--- src/rtl/gir_pkg.sv ---
// Package for the grid incremental replanner: shared types, codes, constants
// and the key and neighbour helper functions. No dependencies.
`default_nettype none
package gir_pkg;

  localparam int CELLS      = 64;
  localparam int CELL_W     = 6;
  localparam int COST_W     = 8;
  localparam int KEY_W      = 22;
  localparam int ROWS_DEF   = 8;
  localparam int COLS_DEF   = 8;
  localparam int HEAP_DEF   = 256;
  localparam int MAX_PATH   = 64;
  localparam logic [12:0] POP_BUDGET = 13'd4096;
  localparam logic [7:0]  INF_COST   = 8'hFF;

  // command codes carried on in_tuser
  localparam logic [2:0] CMD_LOAD   = 3'd0;
  localparam logic [2:0] CMD_INIT   = 3'd1;
  localparam logic [2:0] CMD_CHANGE = 3'd2;
  localparam logic [2:0] CMD_PLAN   = 3'd3;
  localparam logic [2:0] CMD_MOVE   = 3'd4;
  localparam logic [2:0] CMD_PATH   = 3'd5;

  // result status codes
  localparam logic [1:0] ST_OK     = 2'd0;
  localparam logic [1:0] ST_NOPATH = 2'd1;
  localparam logic [1:0] ST_OVF    = 2'd2;
  localparam logic [1:0] ST_TRUNC  = 2'd3;

  // configuration register indexes
  localparam logic REG_GOAL_ROW = 1'b0;
  localparam logic REG_GOAL_COL = 1'b1;

  typedef enum logic [2:0] {
    H_IDLE, H_UP, H_UP_FIN, H_DN_LAST, H_DN_CHK, H_DN_L, H_DN_R, H_DN_CMP
  } heap_st_t;

  typedef enum logic [4:0] {
    S_IDLE, S_DONE, S_INIT, S_INIT_GOAL,
    S_UV_RD, S_UV_CHK, S_UV_NB, S_UV_NBRD, S_UV_WR, S_UV_PUSH,
    S_AR_NB, S_AR_RD,
    S_PL_TOP, S_PL_CMP, S_PL_U, S_PL_PUSH, S_PL_END_RD, S_PL_END,
    S_GP_RD, S_GP_CHK, S_GP_NB, S_GP_NBRD, S_EMIT
  } ctrl_st_t;

  typedef struct packed {
    logic              push;
    logic              pop;
    logic              clear;
    logic              clr_ovf;
    logic [KEY_W-1:0]  key;
  } heap_req_t;

  typedef struct packed {
    logic              ready;
    logic              empty;
    logic              ovf;
    logic [KEY_W-1:0]  top;
  } heap_sts_t;

  typedef struct packed {
    logic [CELL_W-1:0] raddr;
    logic              obs_we;
    logic              cost_we;
    logic              clr_cost;
    logic [CELL_W-1:0] waddr;
    logic              obs;
    logic [COST_W-1:0] g;
    logic [COST_W-1:0] rhs;
  } cell_req_t;

  typedef struct packed {
    logic              obs;
    logic [COST_W-1:0] g;
    logic [COST_W-1:0] rhs;
  } cell_rd_t;

  typedef struct packed {
    logic              ok;
    logic [CELL_W-1:0] v;
  } nb_t;

  // cost plus one step, saturating at infinity
  function automatic logic [COST_W-1:0] sat_inc(input logic [COST_W-1:0] g);
    return (g >= 8'd254) ? INF_COST : g + 8'd1;
  endfunction

  // key {k1, k2, cell}: k2 = min(g, rhs), k1 = k2 + Manhattan distance to start
  function automatic logic [KEY_W-1:0] make_key(input logic [COST_W-1:0] g,
                                                input logic [COST_W-1:0] rhs,
                                                input logic [CELL_W-1:0] idx,
                                                input logic [CELL_W-1:0] st);
    logic [COST_W-1:0] m;
    logic [2:0]        dr;
    logic [2:0]        dc;
    logic [8:0]        k1;
    m  = (g < rhs) ? g : rhs;
    dr = (st[5:3] > idx[5:3]) ? st[5:3] - idx[5:3] : idx[5:3] - st[5:3];
    dc = (st[2:0] > idx[2:0]) ? st[2:0] - idx[2:0] : idx[2:0] - st[2:0];
    k1 = {1'b0, m} + {6'd0, dr} + {6'd0, dc};
    if (k1 > 9'd255) k1 = 9'd255;
    return {k1[7:0], m, idx};
  endfunction

  // neighbour k of a cell: down, up, right, left; ok when inside the grid
  function automatic nb_t nb_step(input logic [CELL_W-1:0] idx, input logic [1:0] k,
                                  input logic [3:0] rows, input logic [3:0] cols);
    logic [3:0] r;
    logic [3:0] c;
    logic [3:0] n;
    nb_t        res;
    r = {1'b0, idx[5:3]};
    c = {1'b0, idx[2:0]};
    res = '0;
    case (k)
      2'd0: begin
        n = r + 4'd1;
        res.ok = n < rows;
        res.v = {n[2:0], c[2:0]};
      end
      2'd1: begin
        n = r - 4'd1;
        res.ok = r != 4'd0;
        res.v = {n[2:0], c[2:0]};
      end
      2'd2: begin
        n = c + 4'd1;
        res.ok = n < cols;
        res.v = {r[2:0], n[2:0]};
      end
      default: begin
        n = c - 4'd1;
        res.ok = c != 4'd0;
        res.v = {r[2:0], n[2:0]};
      end
    endcase
    return res;
  endfunction

endpackage
`default_nettype wire

--- src/rtl/gir_ctrl.sv ---
// Command sequencer: decodes requests, runs vertex updates, the planning loop
// and the greedy path walk over the cell store and heap, and holds the result
// register. Depends on gir_pkg.
`default_nettype none
module gir_ctrl
  import gir_pkg::*;
#(
  parameter int ROWS = ROWS_DEF,
  parameter int COLS = COLS_DEF
) (
  input  wire logic        clk,
  input  wire logic        rst_n,
  input  wire logic        in_valid,
  output logic             in_ready,
  input  wire logic [2:0]  in_cmd,
  input  wire logic [2:0]  in_row,
  input  wire logic [2:0]  in_col,
  input  wire logic        in_blk,
  input  wire logic [5:0]  goal,
  output logic             out_valid,
  input  wire logic        out_ready,
  output logic [2:0]       out_row,
  output logic [2:0]       out_col,
  output logic             out_last,
  output logic [1:0]       out_stat,
  output cell_req_t        creq,
  input  wire cell_rd_t    crd,
  output heap_req_t        hreq,
  input  wire heap_sts_t   hsts
);

  localparam logic [3:0] NR = 4'(ROWS);
  localparam logic [3:0] NC = 4'(COLS);

  ctrl_st_t          st_r, st_nxt;
  logic [2:0]        cmd_r, cmd_nxt;
  logic [5:0]        start_r, start_nxt;
  logic [5:0]        u_r, u_nxt;
  logic [7:0]        gu_r, gu_nxt;
  logic [7:0]        mn_r, mn_nxt;
  logic [2:0]        kn_r, kn_nxt;
  logic [2:0]        ka_r, ka_nxt;
  logic [5:0]        ctr_r, ctr_nxt;
  logic              fromar_r, fromar_nxt;
  logic [5:0]        nbv_r, nbv_nxt;
  logic [KEY_W-1:0]  topk_r, topk_nxt;
  logic [KEY_W-1:0]  pk_r, pk_nxt;
  logic [12:0]       bud_r, bud_nxt;
  logic              budovf_r, budovf_nxt;
  logic [5:0]        cur_r, cur_nxt;
  logic [5:0]        nx_r, nx_nxt;
  logic [6:0]        n_r, n_nxt;
  logic              first_r, first_nxt;
  logic [5:0]        em_cell_r, em_cell_nxt;
  logic              em_last_r, em_last_nxt;
  logic [1:0]        em_stat_r, em_stat_nxt;
  logic              ov_r, ov_nxt;
  logic [5:0]        oc_r, oc_nxt;
  logic              ol_r, ol_nxt;
  logic [1:0]        os_r, os_nxt;

  logic              ovf;
  logic              ok_in;
  logic [5:0]        cell_in;
  nb_t               nb;
  logic [KEY_W-1:0]  kk;
  logic [7:0]        si;

  assign ovf      = hsts.ovf | budovf_r;
  assign ok_in    = ({1'b0, in_row} < NR) && ({1'b0, in_col} < NC);
  assign cell_in  = {in_row, in_col};
  assign in_ready = (st_r == S_IDLE) && hsts.ready;

  // next state and datapath of the sequencer
  always_comb begin
    st_nxt      = st_r;
    cmd_nxt     = cmd_r;
    start_nxt   = start_r;
    u_nxt       = u_r;
    gu_nxt      = gu_r;
    mn_nxt      = mn_r;
    kn_nxt      = kn_r;
    ka_nxt      = ka_r;
    ctr_nxt     = ctr_r;
    fromar_nxt  = fromar_r;
    nbv_nxt     = nbv_r;
    topk_nxt    = topk_r;
    pk_nxt      = pk_r;
    bud_nxt     = bud_r;
    budovf_nxt  = budovf_r;
    cur_nxt     = cur_r;
    nx_nxt      = nx_r;
    n_nxt       = n_r;
    first_nxt   = first_r;
    em_cell_nxt = em_cell_r;
    em_last_nxt = em_last_r;
    em_stat_nxt = em_stat_r;
    ov_nxt      = ov_r & ~out_ready;
    oc_nxt      = oc_r;
    ol_nxt      = ol_r;
    os_nxt      = os_r;
    creq        = '0;
    hreq        = '0;
    nb          = '0;
    kk          = '0;
    si          = '0;
    case (st_r)
      S_IDLE: begin
        if (in_valid && in_ready) begin
          cmd_nxt      = in_cmd;
          hreq.clr_ovf = 1'b1;
          budovf_nxt   = 1'b0;
          u_nxt        = cell_in;
          ctr_nxt      = cell_in;
          fromar_nxt   = 1'b0;
          st_nxt       = S_DONE;
          case (in_cmd)
            CMD_LOAD: begin
              if (ok_in) begin
                creq.obs_we = 1'b1;
                creq.waddr  = cell_in;
                creq.obs    = in_blk;
              end
            end
            CMD_INIT: begin
              if (ok_in) begin
                start_nxt = cell_in;
                st_nxt    = S_INIT;
              end
            end
            CMD_CHANGE: begin
              if (ok_in) begin
                creq.obs_we = 1'b1;
                creq.waddr  = cell_in;
                creq.obs    = in_blk;
                st_nxt      = S_UV_RD;
              end
            end
            CMD_PLAN: begin
              bud_nxt = POP_BUDGET;
              st_nxt  = S_PL_TOP;
            end
            CMD_MOVE: begin
              if (ok_in) begin
                start_nxt = cell_in;
                bud_nxt   = POP_BUDGET;
                st_nxt    = S_PL_TOP;
              end
            end
            CMD_PATH: begin
              cur_nxt   = start_r;
              n_nxt     = 7'd1;
              first_nxt = 1'b1;
              st_nxt    = S_GP_RD;
            end
            default: st_nxt = S_DONE;
          endcase
        end
      end
      // single result with zero cell
      S_DONE: begin
        em_cell_nxt = '0;
        em_last_nxt = 1'b1;
        em_stat_nxt = ovf ? ST_OVF : ST_OK;
        st_nxt      = S_EMIT;
      end
      S_INIT: begin
        creq.clr_cost = 1'b1;
        hreq.clear    = 1'b1;
        st_nxt        = S_INIT_GOAL;
      end
      S_INIT_GOAL: begin
        creq.cost_we = 1'b1;
        creq.waddr   = goal;
        creq.g       = INF_COST;
        creq.rhs     = '0;
        hreq.push    = 1'b1;
        hreq.key     = make_key(INF_COST, 8'd0, goal, start_r);
        st_nxt       = S_DONE;
      end
      // vertex update of u_r
      S_UV_RD: begin
        creq.raddr = u_r;
        st_nxt     = S_UV_CHK;
      end
      S_UV_CHK: begin
        gu_nxt = crd.g;
        mn_nxt = INF_COST;
        kn_nxt = '0;
        if (u_r == goal) begin
          mn_nxt = crd.rhs;
          st_nxt = S_UV_PUSH;
        end else if (crd.obs) begin
          st_nxt = S_UV_WR;
        end else begin
          st_nxt = S_UV_NB;
        end
      end
      S_UV_NB: begin
        if (kn_r[2]) begin
          st_nxt = S_UV_WR;
        end else begin
          nb = nb_step(u_r, kn_r[1:0], NR, NC);
          if (nb.ok) begin
            creq.raddr = nb.v;
            st_nxt     = S_UV_NBRD;
          end else begin
            kn_nxt = kn_r + 3'd1;
          end
        end
      end
      S_UV_NBRD: begin
        si = sat_inc(crd.g);
        if (!crd.obs && si < mn_r) mn_nxt = si;
        kn_nxt = kn_r + 3'd1;
        st_nxt = S_UV_NB;
      end
      S_UV_WR: begin
        creq.cost_we = 1'b1;
        creq.waddr   = u_r;
        creq.g       = gu_r;
        creq.rhs     = mn_r;
        st_nxt       = S_UV_PUSH;
      end
      S_UV_PUSH: begin
        if (gu_r == mn_r || hsts.ready) begin
          if (gu_r != mn_r) begin
            hreq.push = 1'b1;
            hreq.key  = make_key(gu_r, mn_r, u_r, start_r);
          end
          ka_nxt = fromar_r ? ka_r + 3'd1 : 3'd0;
          st_nxt = S_AR_NB;
        end
      end
      // update the free neighbours of ctr_r
      S_AR_NB: begin
        if (ka_r[2]) begin
          st_nxt = (cmd_r == CMD_CHANGE) ? S_DONE : S_PL_TOP;
        end else begin
          nb = nb_step(ctr_r, ka_r[1:0], NR, NC);
          if (nb.ok) begin
            creq.raddr = nb.v;
            nbv_nxt    = nb.v;
            st_nxt     = S_AR_RD;
          end else begin
            ka_nxt = ka_r + 3'd1;
          end
        end
      end
      S_AR_RD: begin
        if (!crd.obs) begin
          u_nxt      = nbv_r;
          fromar_nxt = 1'b1;
          st_nxt     = S_UV_RD;
        end else begin
          ka_nxt = ka_r + 3'd1;
          st_nxt = S_AR_NB;
        end
      end
      // planning loop
      S_PL_TOP: begin
        if (hsts.ready) begin
          if (hsts.empty) begin
            st_nxt = S_PL_END_RD;
          end else if (bud_r == '0) begin
            budovf_nxt = 1'b1;
            st_nxt     = S_PL_END_RD;
          end else begin
            bud_nxt    = bud_r - 13'd1;
            topk_nxt   = hsts.top;
            creq.raddr = start_r;
            st_nxt     = S_PL_CMP;
          end
        end
      end
      S_PL_CMP: begin
        kk = make_key(crd.g, crd.rhs, start_r, start_r);
        if (topk_r[KEY_W-1:6] >= kk[KEY_W-1:6] && crd.rhs == crd.g) begin
          st_nxt = S_PL_END_RD;
        end else begin
          hreq.pop   = 1'b1;
          creq.raddr = topk_r[5:0];
          u_nxt      = topk_r[5:0];
          ctr_nxt    = topk_r[5:0];
          fromar_nxt = 1'b0;
          st_nxt     = S_PL_U;
        end
      end
      S_PL_U: begin
        kk = make_key(crd.g, crd.rhs, u_r, start_r);
        if (topk_r[KEY_W-1:6] < kk[KEY_W-1:6]) begin
          pk_nxt = kk;
          st_nxt = S_PL_PUSH;
        end else if (crd.g > crd.rhs) begin
          creq.cost_we = 1'b1;
          creq.waddr   = u_r;
          creq.g       = crd.rhs;
          creq.rhs     = crd.rhs;
          ka_nxt       = '0;
          st_nxt       = S_AR_NB;
        end else begin
          creq.cost_we = 1'b1;
          creq.waddr   = u_r;
          creq.g       = INF_COST;
          creq.rhs     = crd.rhs;
          st_nxt       = S_UV_RD;
        end
      end
      S_PL_PUSH: begin
        if (hsts.ready) begin
          hreq.push = 1'b1;
          hreq.key  = pk_r;
          st_nxt    = S_PL_TOP;
        end
      end
      S_PL_END_RD: begin
        creq.raddr = start_r;
        st_nxt     = S_PL_END;
      end
      S_PL_END: begin
        em_cell_nxt = '0;
        em_last_nxt = 1'b1;
        em_stat_nxt = ovf ? ST_OVF : ((crd.g == INF_COST) ? ST_NOPATH : ST_OK);
        st_nxt      = S_EMIT;
      end
      // greedy path walk
      S_GP_RD: begin
        creq.raddr = cur_r;
        st_nxt     = S_GP_CHK;
      end
      S_GP_CHK: begin
        first_nxt   = 1'b0;
        em_cell_nxt = cur_r;
        em_last_nxt = 1'b1;
        em_stat_nxt = ST_OK;
        mn_nxt      = INF_COST;
        nx_nxt      = cur_r;
        kn_nxt      = '0;
        st_nxt      = S_EMIT;
        if (first_r && crd.g == INF_COST) begin
          em_cell_nxt = '0;
          em_stat_nxt = ST_NOPATH;
        end else if (cur_r == goal) begin
          em_stat_nxt = ST_OK;
        end else if (n_r >= 7'(MAX_PATH)) begin
          em_stat_nxt = ST_TRUNC;
        end else if (crd.obs) begin
          em_stat_nxt = ST_NOPATH;
        end else begin
          st_nxt = S_GP_NB;
        end
      end
      S_GP_NB: begin
        if (kn_r[2]) begin
          em_cell_nxt = cur_r;
          st_nxt      = S_EMIT;
          if (nx_r == cur_r) begin
            em_last_nxt = 1'b1;
            em_stat_nxt = ST_NOPATH;
          end else begin
            em_last_nxt = 1'b0;
            em_stat_nxt = ST_OK;
            cur_nxt     = nx_r;
            n_nxt       = n_r + 7'd1;
          end
        end else begin
          nb = nb_step(cur_r, kn_r[1:0], NR, NC);
          if (nb.ok) begin
            creq.raddr = nb.v;
            nbv_nxt    = nb.v;
            st_nxt     = S_GP_NBRD;
          end else begin
            kn_nxt = kn_r + 3'd1;
          end
        end
      end
      S_GP_NBRD: begin
        si = sat_inc(crd.g);
        if (!crd.obs && si < mn_r) begin
          mn_nxt = si;
          nx_nxt = nbv_r;
        end
        kn_nxt = kn_r + 3'd1;
        st_nxt = S_GP_NB;
      end
      // hand the result to the output register once it is free
      S_EMIT: begin
        if (!ov_r || out_ready) begin
          ov_nxt = 1'b1;
          oc_nxt = em_cell_r;
          ol_nxt = em_last_r;
          os_nxt = em_stat_r;
          st_nxt = em_last_r ? S_IDLE : S_GP_RD;
        end
      end
      default: st_nxt = S_IDLE;
    endcase
  end

  always_ff @(posedge clk) begin
    if (!rst_n) begin
      st_r    <= S_IDLE;
      start_r <= '0;
      ov_r    <= 1'b0;
    end else begin
      st_r    <= st_nxt;
      start_r <= start_nxt;
      ov_r    <= ov_nxt;
    end
  end

  always_ff @(posedge clk) begin
    cmd_r     <= cmd_nxt;
    u_r       <= u_nxt;
    gu_r      <= gu_nxt;
    mn_r      <= mn_nxt;
    kn_r      <= kn_nxt;
    ka_r      <= ka_nxt;
    ctr_r     <= ctr_nxt;
    fromar_r  <= fromar_nxt;
    nbv_r     <= nbv_nxt;
    topk_r    <= topk_nxt;
    pk_r      <= pk_nxt;
    bud_r     <= bud_nxt;
    budovf_r  <= budovf_nxt;
    cur_r     <= cur_nxt;
    nx_r      <= nx_nxt;
    n_r       <= n_nxt;
    first_r   <= first_nxt;
    em_cell_r <= em_cell_nxt;
    em_last_r <= em_last_nxt;
    em_stat_r <= em_stat_nxt;
    oc_r      <= oc_nxt;
    ol_r      <= ol_nxt;
    os_r      <= os_nxt;
  end

  assign out_valid = ov_r;
  assign out_row   = oc_r[5:3];
  assign out_col   = oc_r[2:0];
  assign out_last  = ol_r;
  assign out_stat  = os_r;

endmodule
`default_nettype wire

--- config.mk ---
export PLATFORM = sky130hd
export DESIGN_NAME = gir_ctrl
export DESIGN_NICKNAME = d
export VERILOG_FILES = /design/src/rtl/gir_pkg.sv /design/src/rtl/gir_ctrl.sv
export SDC_FILE = /design/constraint.sdc
export NUM_CORES = 1
export LEC_CHECK = 0
export ABC_AREA = 0
export BUFFER_PORTS_ARGS = -buffer_cell sky130_fd_sc_hd__buf_4
export CORE_MARGIN = 2
export CORE_UTILIZATION = 24
export DETAILED_ROUTE_END_ITERATION = 16
export SYNTH_ARGS = -nofsm -noshare
export SYNTH_HDL_FRONTEND = slang
export SYNTH_SLANG_ARGS = --single-unit
--- constraint.sdc ---
create_clock -name clk -period 7.4 [get_ports clk]
set_input_delay 1.48 -clock clk [delete_from_list [all_inputs] [get_ports clk]]
set_output_delay 1.48 -clock clk [all_outputs]
set_load 0.005 [all_outputs]
Word level (Yosys, flattened, before mapping). Index checks and enable logic that the tools add are counted.

Logic and storage cells: 379. Bits of input ports: 62. Register bits after elaboration: 152. Output and inout bits: 69.

Add/subtract/negate cells: 34. Muxes and demuxes: 159. Bitwise operators: 5. Magnitude comparators: 22. Reduce and logical (&&, ||, !) cells: 62. Equal/unequal tests: 69.

Operators with widths (count): $mux W6 (25); $pmux W5 S22 (1); $mux W8 (11); $mux W7 (12); $mux W5 (15); $mux W22 (3); $pmux W22 S3 (1); $mux W13 (5); $pmux W7 S3 (3); $ne A2 B2 Y1 const B (24); $pmux W16 S3 (1); $pmux W6 S2 (4); $pmux W6 S8 (1); $mux W3 (15); $eq A5 B4 Y1 const B (8); $pmux W6 S3 (2); $eq A5 B5 Y1 const B (7); $mux W16 (2); $sub A3 B3 Y3 (10); $mux W1 (28); $add A8 B3 Y9 (3); $add A9 B3 Y9 (3); $gt A9 B8 Y1 const B (3); $reduce_bool A3 Y1 (9); other kinds (62) (155).

Logic depth before layout (Yosys ltp).
Word-level depth: 11. Gate-level depth with buffers: 30. Depth with buffers taken out: 28.

Least setup slack after synthesis. Ideal clock, no wire load.

Path kind: input to output. From: in crd[1] (netlist name). To: out creq[17] (netlist name). Data required time: 5.920 ns. Arrival time: 6.168 ns. Path buffers: 2. Cell stages on the path: 30. Slack: -0.248 ns. Cell sequence: inv_1 ha_1 nand2b_1 a21oi_1 o21a_1 nand2b_4 buf_2 nor2_1 a21o_1 inv_1 xnor2_1 ha_1 a21o_1 ha_1 a21o_1 a21oi_1 nor2_1 and3_1 nor2_1 ha_1 a21oi_1 nor2b_1 o21ai_0 a21oi_1 or3_1 a21oi_1 a31oi_1 or2_1 clkbuf_1 a221o_1.

RTL lines: from (decl) (line gir_ctrl.sv:27) `input wire cell_rd_t crd,`; to (decl) (line gir_ctrl.sv:26) `output cell_req_t creq,`.

==> reports/metrics.csv <==
metric,value,unit
per-cell routed wire length,20.98,µm
Final Skew,10.09,ps
worst-case headroom to the max-slew limit,0.2449,
Mapped Area,11680,µm²
unrepaired setup endpoints after global routing,true,
number of global-route vias before repair,10420,
max-capacitance violation count,0,
violated checks,negative setup slack,
leak pwr,6.308,nW
Layout Area Growth over Synthesis,28.70,%
Worst Setup Path Type,in -> out,
minimum setup slack after placement,-640.2,ps
overall fraction of global-route tracks in use,0.1702,
total die area,50470,µm²
CTS Root Cell,clkbuf_16,
Peak VDD IR,0.2574,mV
fraction of final layout cells sized beyond drive strength 1,0.2517,
cell with the biggest individual delay on the critical path,or3_4,
cts-stage hold buffer count,0,
clock transition at the registers of the reported paths,70,ps
number of antenna-violating nets in the routed design,0,
number of detailed-route iterations in the first pass,6,
initial core utilization,0.2437,
"delay-heaviest family, CP",compound AO/OA/AOI/OAI gates,
Max Fclk,127.4,MHz
synthesis warning total,0,
Synth Register Bits,152,
initial detailed-routing violation count,1066,
post-detailed-route DRC marker count,0,
most common cell type on the critical path,buf_4,
most frequent cell after synthesis,edfxtp_1,
CTS sink cnt,152,
worst-path maximum fanout,5,
Setup Viol. Count Final,23,
status,finished with violations,
Yosys top cell area share,0.3598,
clock tree from TritonCTS,built,
antenna violations before repair,2,
Final Cycle Share,1.060,
cells after synthesis,1248,
mean instance size in the synthesized netlist,9.363,µm²
"buffers from clock root to sink, at most",2,
worst path required time,5920,ps
Top Ports,131,
core outline area,47950,µm²
DPL Wire Length,34.40,mm
"top cells by area, synth","edfxtp_1 36%, ha_1 11%, nand2_1 4.4%",
Main synth FF type,edfxtp_1,
row count,80,
Port Buf Inserts,130,
vertical extent of the die,224.7,µm
final worst setup slack,-447.2,ps
share of async-settable or async-resettable flops after synthesis,0,
buffers plus inverters on the worst setup path,8,
net count after synthesis,1430,
Power Dens Cells,319.5,nW/µm²
crit path time final,7847,ps
largest area contributor in the netlist,edfxtp_1,
number of antenna diodes,0,
deepest level of the CTS H-tree,4,
die span in x,224.7,µm
actual slew at the worst max-slew pin,1131,ps
Final Util,0.3136,
Fillers,4918,
placer congestion estimate,0.9640,
delay of the slowest cell on the worst path,340,ps
Critical Path Sink Type,primary output,
via density per instance,5.149,
clock latency reported for the late side of the worst-skew pair,440,ps
"Data arrival, critical path",6370,ps
sequential share of the synthesized area,0.3803,
leading cell types by count after synthesis,"140 x edfxtp_1, 137 x nand2_1, 106 x ha_1, 99 x inv_1, 90 x nor2_1",
TritonCTS buffer count,17,
hold violation count in the final report,0,
remaining global-route overflow,0,
type of the tightest min-delay check,reg -> reg,
number of vias in the routed layout,10690,
wire length of the first global-routing pass,64.42,mm
number of enable-type register cells in the synthesized netlist,140,
final-report max-slew violation count,0,
post-synthesis cell type count,76,
critical path launch point type,primary input,
NumNets Final,1631,
maximum number of pins on one net before global-route repair,42,
final wirelength,43.57,mm
## layout by cell type, fill, tap and decap left out, types with 16 or more instances in the layout
cell type | Yosys | layout
a21o_1 | 26 | 26
a21oi_1 | 80 | 73
buf_4 | 1 | 215
clkbuf_16 | 0 | 17
edfxtp_1 | 140 | 140
ha_1 | 106 | 92
inv_1 | 99 | 88
mux2_2 | 17 | 16
mux2i_1 | 30 | 29
nand2_1 | 137 | 132
nand3_1 | 42 | 41
nand4_1 | 18 | 18
nor2_1 | 90 | 84
nor2b_1 | 27 | 27
nor3_1 | 21 | 19
o21ai_0 | 81 | 65
xnor2_1 | 27 | 26
xor2_1 | 24 | 24
## per-stage QoR
stage / power (W) / hold slack (ps) / setup TNS [ps] / instance area (µm²) / cells
2_1_floorplan: 0.002625 / 400.3 / 0 / 11720 / 1248
6_report: 0.004805 / 418.1 / -7667 / 15040 / 2077
5_1_grt: 0.005112 / 430.9 / -11520 / 15040 / 2077
4_1_cts: 0.004706 / 418.9 / -5772 / 14950 / 2071
3_3_place_gp: 0.003500 / 402.6 / -11000 / 13910 / 2026
3_5_place_dp: 0.003542 / 407.4 / -12930 / 13910 / 2026
## timing repair
action | CTS | global route
endpoints found under the hold margin | 0 | 0
setup endpoints to repair | 23 | 23
pin swaps | 38 | 38
buffers inserted | 13 | 7
cloned | 1 | 0
resized for setup | 80 | 19
## state kept, by name (all words and copies together), names as in the netlist, 7 cells and up
signal  flops
pk_r       22
topk_r     22
bud_r      13
mn_r        8
n_r         7
gu_r        8
## final timing paths
kind                 from  endpoint  slack, ps  depth (start not counted)
max                crd[3]  creq[19]       -450                         28
min          em_cell_r[1]   oc_r[1]        420                          0
max reg2reg    start_r[3]   ka_r[0]       1340                         28
min reg2reg  em_cell_r[1]   oc_r[1]        420                          0
## layer usage
layer | part of all wire | vias to the layer above | track usage
met4 | 0.020 | 4 | 0.04337
met2 | 0.46 | 459 | 0.2731
li1 | - | 4960 | -
met3 | 0.076 | 63 | 0.03462
met1 | 0.45 | 5208 | 0.2335
met5 | 0.00069 | - | 0
## layout make-up
cell class,count,area (µm²),share of cell area
Tap cell,615,769.5,0.05117
Timing Repair Buffer,230,1795,0.1194
Clock inverter,15,181.4,0.01206
Multi-Input combinational cell,947,7036,0.4678
Clock buffer,17,425.4,0.02829
Sequential cell,152,4444,0.2955
Inverter,101,386.6,0.02571
## cell families (layout without fill, tap and decap cells)
family,count (synthesis),after routing,synth area share
AND/OR/NAND/NOR,414,414,0.1711
AO/OA/AOI/OAI,312,312,0.1790
flip-flops,152,152,0.3803
buffers and inverters,149,363,0.04851
adder cells (fa/ha/maj),122,122,0.1393
XOR/XNOR,52,52,0.03962
multiplexers,47,47,0.04208
## power by group
group	leakage (nW)	total (W)	internal [W]	switching [W]
Combinational	4.66	0.00263	0.00121	0.00142
Clock	0.298	0.000942	0.000514	0.000428
Sequential	1.35	0.00123	0.00111	0.000119
Total	6.31	0.00481	0.00284	0.00197
Power figures use the tool's default switching activity.
